===== src/rtl/kfr_pkg.sv =====
package kfr_pkg;

  localparam int KEY_W           = 37;
  localparam int PAY_W           = 64;
  localparam int POS_W           = 5;
  localparam int OCC_W           = 5;
  localparam int FUNC_W          = 2;
  localparam int STAT_W          = 3;
  localparam int DEF_QUEUE_DEPTH = 16;

  // slave tdata: key, payload_in, padded to whole bytes
  localparam int S_DATA_W = ((KEY_W + PAY_W + 7) / 8) * 8;
  // master tdata: payload_out, position, occupancy, padded to whole bytes
  localparam int M_DATA_W = ((PAY_W + POS_W + OCC_W + 7) / 8) * 8;

  typedef enum logic [FUNC_W-1:0] {
    FUNC_ENQ = 2'd0,
    FUNC_DEQ = 2'd1,
    FUNC_REM = 2'd2,
    FUNC_POS = 2'd3
  } func_t;

  typedef enum logic [STAT_W-1:0] {
    ST_OK       = 3'd0,
    ST_DUP      = 3'd1,
    ST_EMPTY    = 3'd2,
    ST_NOTFOUND = 3'd3,
    ST_FULL     = 3'd4
  } status_t;

  // control broadcast to every cell
  typedef struct packed {
    logic cmp_en;
    logic commit;
    logic enq;
    logic deq;
    logic rem;
  } cell_ctl_t;

endpackage


===== src/rtl/kfr_cell.sv =====
module kfr_cell
  import kfr_pkg::*;
(
  input  logic             clk,
  input  cell_ctl_t        ctl,
  input  logic [KEY_W-1:0] cmp_key,
  input  logic [PAY_W-1:0] new_payload,
  input  logic             valid,
  input  logic             tail,
  input  logic             head,
  input  logic             shift_in,
  input  logic [KEY_W-1:0] nxt_key,
  input  logic [PAY_W-1:0] nxt_payload,
  output logic [KEY_W-1:0] key,
  output logic [PAY_W-1:0] payload,
  output logic             match,
  output logic             shift_out
);

  logic sel;

  // this cell is the one that leaves the queue
  assign sel       = valid & ((ctl.rem & match) | (ctl.deq & head));
  // every cell at or behind the removed one pulls its neighbor's entry
  assign shift_out = shift_in | sel;

  always_ff @(posedge clk) begin
    if (ctl.cmp_en) begin
      match <= valid && (key == cmp_key);
    end
    if (ctl.commit) begin
      if (shift_out) begin
        key     <= nxt_key;
        payload <= nxt_payload;
      end else if (ctl.enq && tail) begin
        key     <= cmp_key;
        payload <= new_payload;
      end
    end
  end

endmodule


===== src/rtl/keyed_fifo_with_removal_unit.sv =====
// flow: an accepted word is captured, its key is compared in every cell (S_CMP), and then
// the cell chain and result register are updated (S_EXEC), which waits while an earlier result is stalled
// a new word is taken only after the previous one has finished its compare-then-update pass,
// but while the previous result still waits on m_tready
// reset: rst (synchronous, active high) empties the queue and drops m_tvalid;
// cell contents are not cleared, entries beyond the occupancy are never read
module keyed_fifo_with_removal_unit
  import kfr_pkg::*;
#(
  parameter int QUEUE_DEPTH = DEF_QUEUE_DEPTH
) (
  input  logic                clk,
  input  logic                rst,
  input  logic                s_tvalid,
  output logic                s_tready,
  input  logic [S_DATA_W-1:0] s_tdata,   // key, payload_in, zero pad
  input  logic [FUNC_W-1:0]   s_tuser,   // func
  output logic                m_tvalid,
  input  logic                m_tready,
  output logic [M_DATA_W-1:0] m_tdata,   // payload_out, position, occupancy, zero pad
  output logic [STAT_W-1:0]   m_tuser    // status
);

  localparam int CNT_W = $clog2(QUEUE_DEPTH + 1);

  typedef enum logic [2:0] {
    S_IDLE = 3'b001,
    S_CMP  = 3'b010,
    S_EXEC = 3'b100
  } state_t;

  state_t state, state_next;

  logic [FUNC_W-1:0] func_q;
  logic [KEY_W-1:0]  key_q;
  logic [PAY_W-1:0]  pay_q;
  logic [CNT_W-1:0]  count;

  logic [PAY_W-1:0]  pay_out;
  logic [POS_W-1:0]  pos_out;
  logic [OCC_W-1:0]  occ_out;
  logic [STAT_W-1:0] stat_out;

  cell_ctl_t        ctl;
  logic [KEY_W-1:0] cell_key   [QUEUE_DEPTH];
  logic [PAY_W-1:0] cell_pay   [QUEUE_DEPTH];
  logic [QUEUE_DEPTH-1:0] match;
  logic [QUEUE_DEPTH:0]   shift;

  logic             fire, found, empty, full;
  logic             enq_ok, deq_ok, rem_ok;
  logic [CNT_W-1:0] pos_full;
  status_t          status;
  func_t            func;

  assign s_tready = (state == S_IDLE);
  assign fire     = (state == S_EXEC) && (!m_tvalid || m_tready);
  assign func     = func_t'(func_q);

  assign found = |match;
  assign empty = (count == '0);
  assign full  = (count == CNT_W'(QUEUE_DEPTH));

  assign enq_ok = (func == FUNC_ENQ) && !found && !full;
  assign deq_ok = (func == FUNC_DEQ) && !empty;
  assign rem_ok = (func == FUNC_REM) && found;

  assign ctl.cmp_en = (state == S_CMP);
  assign ctl.commit = fire;
  assign ctl.enq    = enq_ok;
  assign ctl.deq    = deq_ok;
  assign ctl.rem    = rem_ok;

  assign shift[0] = 1'b0;

  genvar gi;
  generate
    for (gi = 0; gi < QUEUE_DEPTH; gi++) begin : g_cell
      logic [KEY_W-1:0] nk;
      logic [PAY_W-1:0] np;
      if (gi == QUEUE_DEPTH - 1) begin : g_last
        assign nk = cell_key[gi];
        assign np = cell_pay[gi];
      end else begin : g_mid
        assign nk = cell_key[gi+1];
        assign np = cell_pay[gi+1];
      end
      kfr_cell u_cell (
        .clk         (clk),
        .ctl         (ctl),
        .cmp_key     (key_q),
        .new_payload (pay_q),
        .valid       (CNT_W'(gi) < count),
        .tail        (CNT_W'(gi) == count),
        .head        (gi == 0),
        .shift_in    (shift[gi]),
        .nxt_key     (nk),
        .nxt_payload (np),
        .key         (cell_key[gi]),
        .payload     (cell_pay[gi]),
        .match       (match[gi]),
        .shift_out   (shift[gi+1])
      );
    end
  endgenerate

  // keys are unique among valid cells, so at most one match bit is set
  always_comb begin
    pos_full = '0;
    for (int i = 0; i < QUEUE_DEPTH; i++) begin
      if (match[i]) pos_full = pos_full | CNT_W'(i + 1);
    end
  end

  always_comb begin
    status = ST_OK;
    unique case (func)
      FUNC_ENQ: begin
        if (found)     status = ST_DUP;
        else if (full) status = ST_FULL;
      end
      FUNC_DEQ: begin
        if (empty) status = ST_EMPTY;
      end
      FUNC_REM: begin
        if (!found) status = ST_NOTFOUND;
      end
      FUNC_POS: begin
        if (empty)       status = ST_EMPTY;
        else if (!found) status = ST_NOTFOUND;
      end
      default: status = ST_OK;
    endcase
  end

  always_comb begin
    state_next = state;
    unique case (state)
      S_IDLE:  if (s_tvalid) state_next = S_CMP;
      S_CMP:   state_next = S_EXEC;
      S_EXEC:  if (fire) state_next = S_IDLE;
      default: state_next = S_IDLE;
    endcase
  end

  always_ff @(posedge clk) begin
    if (rst) begin
      state    <= S_IDLE;
      count    <= '0;
      m_tvalid <= 1'b0;
    end else begin
      state <= state_next;
      if (fire) begin
        m_tvalid <= 1'b1;
        if (enq_ok)               count <= count + CNT_W'(1);
        else if (deq_ok || rem_ok) count <= count - CNT_W'(1);
      end else if (m_tready) begin
        m_tvalid <= 1'b0;
      end
    end
  end

  always_ff @(posedge clk) begin
    if (s_tvalid && s_tready) begin
      func_q <= s_tuser;
      key_q  <= s_tdata[KEY_W-1:0];
      pay_q  <= s_tdata[KEY_W+PAY_W-1:KEY_W];
    end
    if (fire) begin
      stat_out <= status;
      pay_out  <= deq_ok ? cell_pay[0] : '0;
      pos_out  <= (func == FUNC_POS && !empty) ? POS_W'(pos_full) : '0;
      // occupancy after this operation
      if (enq_ok)                occ_out <= OCC_W'(count + CNT_W'(1));
      else if (deq_ok || rem_ok) occ_out <= OCC_W'(count - CNT_W'(1));
      else                       occ_out <= OCC_W'(count);
    end
  end

  assign m_tuser = stat_out;
  assign m_tdata = {{(M_DATA_W - PAY_W - POS_W - OCC_W){1'b0}}, occ_out, pos_out, pay_out};

endmodule


===== config.mk =====
export PLATFORM = sky130hd
export DESIGN_NAME = keyed_fifo_with_removal_unit
export DESIGN_NICKNAME = d
export VERILOG_FILES = /design/src/rtl/kfr_pkg.sv /design/src/rtl/kfr_cell.sv /design/src/rtl/keyed_fifo_with_removal_unit.sv
export SDC_FILE = /design/constraint.sdc
export NUM_CORES = 2
export LEC_CHECK = 0
export ABC_AREA = 1
export ABC_CLOCK_PERIOD_IN_PS = 36400
export BUFFER_PORTS_ARGS = -buffer_cell sky130_fd_sc_hd__buf_2
export CORE_MARGIN = 4
export CORE_UTILIZATION = 47
export CTS_BUF_LIST = sky130_fd_sc_hd__clkbuf_2
export CTS_CLUSTER_DIAMETER = 30
export CTS_CLUSTER_SIZE = 24
export DETAILED_ROUTE_END_ITERATION = 7
export PLACE_DENSITY_LB_ADDON = 0.3
export SYNTH_ARGS = -nofsm -noshare
export SYNTH_HDL_FRONTEND = slang
export SYNTH_SLANG_ARGS = --single-unit

===== constraint.sdc =====
create_clock -name clk -period 36.4 [get_ports clk]
set_clock_uncertainty 0.2 [all_clocks]
set_input_delay 1.82 -clock clk [delete_from_list [all_inputs] [get_ports clk]]
set_output_delay 1.82 -clock clk [all_outputs]
set_load 0.05 [all_outputs]

==> results.json <==
{
  "die_w_um": 419,
  "wl_per_cell_um": 24.6,
  "layout.cells.most_common": "edfxtp_1",
  "antenna_found_initial": 6,
  "path_max_fanout": 136,
  "dr.first_iter.drc_count": 6941,
  "drc": 0,
  "worstMarginPinSlew_ns": 1.24,
  "ff2ff_path_depth": 21,
  "layout_common_cells": "edfxtp_1, nand2_1, o21ai_0, clkbuf_2, nor2_1",
  "cts_tree": "built",
  "synthAdderAreaFrac_pct": 0.0789,
  "totalWireLength_mm": 241,
  "hold_viol": 0,
  "insertion_delay_ns": 1.95,
  "synth.mux.area_fraction_pct": 0,
  "finalSetupViolCount": 0,
  "slowest_stage": "nor2_4",
  "synth-xor-area-share_pct": 3.85,
  "avgSynthCellArea_um2": 11.3,
  "synth_compound_area_share_pct": 11.1,
  "ios": 195,
  "synth_top_family_by_area": "simple AND/OR/NAND/NOR gates",
  "cp_common_cell": "buf_4",
  "synth_seq_cells": 1821,
  "fp.coreArea_um2": 167000,
  "path_buf_inv": 7,
  "cp-endpoint": "g_cell[13].u_cell.payload[57]",
  "grt_max_degree": 205,
  "p_per_area_nw_per_um2": 50.3,
  "seq_area_frac_synth_pct": 68.8,
  "relSlewSlack_pct": 17.2,
  "grt_pass1_vias": 54529,
  "fill_cells": 14657,
  "area_delta_synth_final_pct": 11.9,
  "critPathLaunch": "count[0]",
  "cts.sinks": 1821,
  "clock.fmax_mhz": 98.0,
  "placed_cell_area_um2": 82100,
  "clk_pin_slew_worst_paths_ns": 0.15,
  "drtAntennaViolNets": 0,
  "cp.depth": 21,
  "drive_gt1_share_pct": 14.1,
  "final.setup.tns_ns": 0,
  "slew_viol_final": 0,
  "rows": 150,
  "syn_inst": 6999,
  "root_buffer": "clkbuf_2",
  "initial_core_util_pct": 47.4,
  "hpwl_mm": 145,
  "required_ns": 37.54,
  "synth-simple-area-share_pct": 12.0,
  "crit_path_end_kind": "register",
  "min_period_ns": 10.21,
  "layout.nets": 7396,
  "hold_slack_ns": 0.106,
  "ir_drop_mv": 0.0394,
  "cap_viol_max_count": 0,
  "cp_slowest_stage_delay_ns": 0.76,
  "timing.critical_path.from_type": "register",
  "worstSetupPathType": "register to register",
  "design_area_um2": 88800,
  "grt_usage_pct": 27.3,
  "ys_async_sr_fraction_pct": 0,
  "rr_endpoint": "g_cell[13].u_cell.payload[57]",
  "regArea_um2": 54600,
  "grt_pass1_wl_mm": 353,
  "status": "finished, final reports clean",
  "cp_top_family": "simple AND/OR/NAND/NOR gates",
  "leakagePower_nw": 29.6,
  "cts-buffers-inserted": 415,
  "rsz0062_at_grt": "false",
  "drt_pass1_iterations": 6,
  "reg2reg_from": "count[0]",
  "synth_edf_count": 1812,
  "fin_crit_sh_pct": 28.0,
  "cp_cell_sequence": "inv_1 > ha_1 > inv_1 > nor2_2 > nand2_1 > nand3_4 > buf_4 > a21oi_1 > nand2_8 > nand4_4 > nor2_4 > buf_4 > nand4_4 > nor2_4 > nand4_4 > nor2_4 > buf_4 > nand2_8 > o21ai_0 > inv_4 > buf_4",
  "gr-total-overflow": 0,
  "port_buffers": 185,
  "synthFlopType": "edfxtp_1",
  "htreeDepth": 5,
  "die_area_um2": 175000,
  "synth-warning-count": 0,
  "die_h_um": 419,
  "num_vias": 56622,
  "clk_path_buf_depth": 4,
  "multi_input_area_um2": 21700,
  "synthDistinctLibCells": 46,
  "rrSetupSlack_ns": 26.19,
  "place.gp.congestion": 0.949,
  "arrival_ns": 11.35,
  "hold_class": "register to register",
  "via_per_inst": 5.77,
  "synthesis.area_um2": 79300
}
[kinds of logic after synthesis]
logic type | count (synthesis)
buffers and inverters | 860
AND/OR/NAND/NOR | 2289
other | 1
XOR/XNOR | 349
AO/OA/AOI/OAI | 1674
adder cells (fa/ha/maj) | 5
flip-flops | 1821
[area by class of cell]
cell class | count | share of cell area (%)
Sequential cell | 1821 | 61.5
Multi-Input combinational cell | 4323 | 24.4
Clock inverter | 269 | 3.59
Timing Repair Buffer | 433 | 3.46
Tap cell | 2204 | 3.11
Clock buffer | 474 | 2.67
Inverter | 287 | 1.25
Antenna cell | 9 | 0.0254
[how the worst min path moves through the flow]
stage                                  start                       endpoint  slack [ns]  cells past startpoint
2_1_floorplan                      key_q[10]      g_cell[15].u_cell.key[10]        0.22                      0
3_3_place_gp                       pay_q[44]  g_cell[15].u_cell.payload[44]        0.26                      0
3_5_place_dp                       pay_q[62]  g_cell[15].u_cell.payload[62]        0.26                      0
4_1_cts                          s_tdata[79]                      pay_q[42]        0.12                      2
5_1_grt        g_cell[12].u_cell.payload[39]  g_cell[11].u_cell.payload[39]        0.12                      2
6_report       g_cell[12].u_cell.payload[39]  g_cell[11].u_cell.payload[39]        0.11                      2
[metrics by stage]
stage | utilization, % | total power [W] | worst slack [ns] | cells
6_report | 53.0 | 0.00447 | 26.19 | 9820
5_1_grt | 53.0 | 0.00464 | 25.73 | 9816
4_1_cts | 53.0 | 0.00450 | 26.39 | 9811
3_5_place_dp | 49.1 | 0.00271 | 26.56 | 8960
3_3_place_gp | 49.1 | 0.00270 | 26.70 | 8960
2_1_floorplan | - | 0.00259 | 23.58 | 7004
[synth_stat cells (2+ instances only)]
master / count / area, µm²
xnor2_1: 273 / 2390
ha_1: 5 / 62.6
inv_2: 2 / 7.51
nand4_4: 3 / 63.8
clkbuf_1: 466 / 1750
buf_4: 6 / 45.0
nor3_1: 10 / 50.1
o211ai_1: 2 / 15.0
o21ai_1: 207 / 1040
xor2_1: 76 / 666
inv_1: 275 / 1030
a21oi_1: 189 / 946
nor2_1: 313 / 1170
buf_2: 53 / 265
nand2_2: 5 / 31.3
o2111ai_1: 2 / 17.5
clkinv_1: 9 / 33.8
a22o_1: 26 / 228
or4_1: 10 / 75.1
nand3b_1: 3 / 22.5
dfxtp_1: 9 / 180
or2_2: 18 / 113
nand4_1: 166 / 1040
a221oi_1: 39 / 342
a31oi_1: 5 / 31.3
buf_1: 48 / 180
edfxtp_1: 1812 / 54400
o31ai_1: 2 / 15.0
o21ai_0: 1104 / 5530
nor4_1: 62 / 388
a2111oi_0: 3 / 26.3
nand2_1: 1634 / 6130
o221ai_1: 9 / 78.8
nor4b_1: 9 / 78.8
o22ai_1: 76 / 475
and3_1: 7 / 43.8
nor2_2: 2 / 12.5
nor2_4: 3 / 33.8
nand3_1: 43 / 215
a41oi_1: 2 / 17.5
a211oi_1: 6 / 45.0
[sequential cells by signal, indices dropped and copies added (netlist names), 5 cells and up]
register and cells:
count 5, g_cell.u_cell.key 592, g_cell.u_cell.match 16, g_cell.u_cell.payload 1024
key_q 37, occ_out 5, pay_out 64, pay_q 64
pos_out 5
[report_power, final]
part	internal, W	switching [W]
Combinational	0.0000992	0.000232
Clock	0.000878	0.000911
Sequential	0.00234	0.00000840
Total	0.00332	0.00115
[tightest hold or removal path, delay by kind of cell (launching register included)]
family           cells  cell delay [ns]
flip-flops           1             0.34
AND/OR/NAND/NOR      1             0.05
AO/OA/AOI/OAI        1             0.05
[layer usage]
| metal | track usage, % | vias to the layer above | share of wire (%) |
|---|---|---|---|
| li1 | - | 25548 | - |
| met1 | 34.3 | 27232 | 37 |
| met2 | 44.0 | 3104 | 47 |
| met3 | 5.65 | 736 | 9.9 |
| met4 | 15.6 | 2 | 6.3 |
| met5 | 0 | - | 0.0054 |
[timing repair]
action	4_1_cts	5_1_grt
hold buffers	108	0
setup endpoints to repair	0	0
resized for setup	0	0
endpoints found under the hold margin	112	0
setup buffers	0	0
No activity file was read; power rests on OpenSTA's default activity.
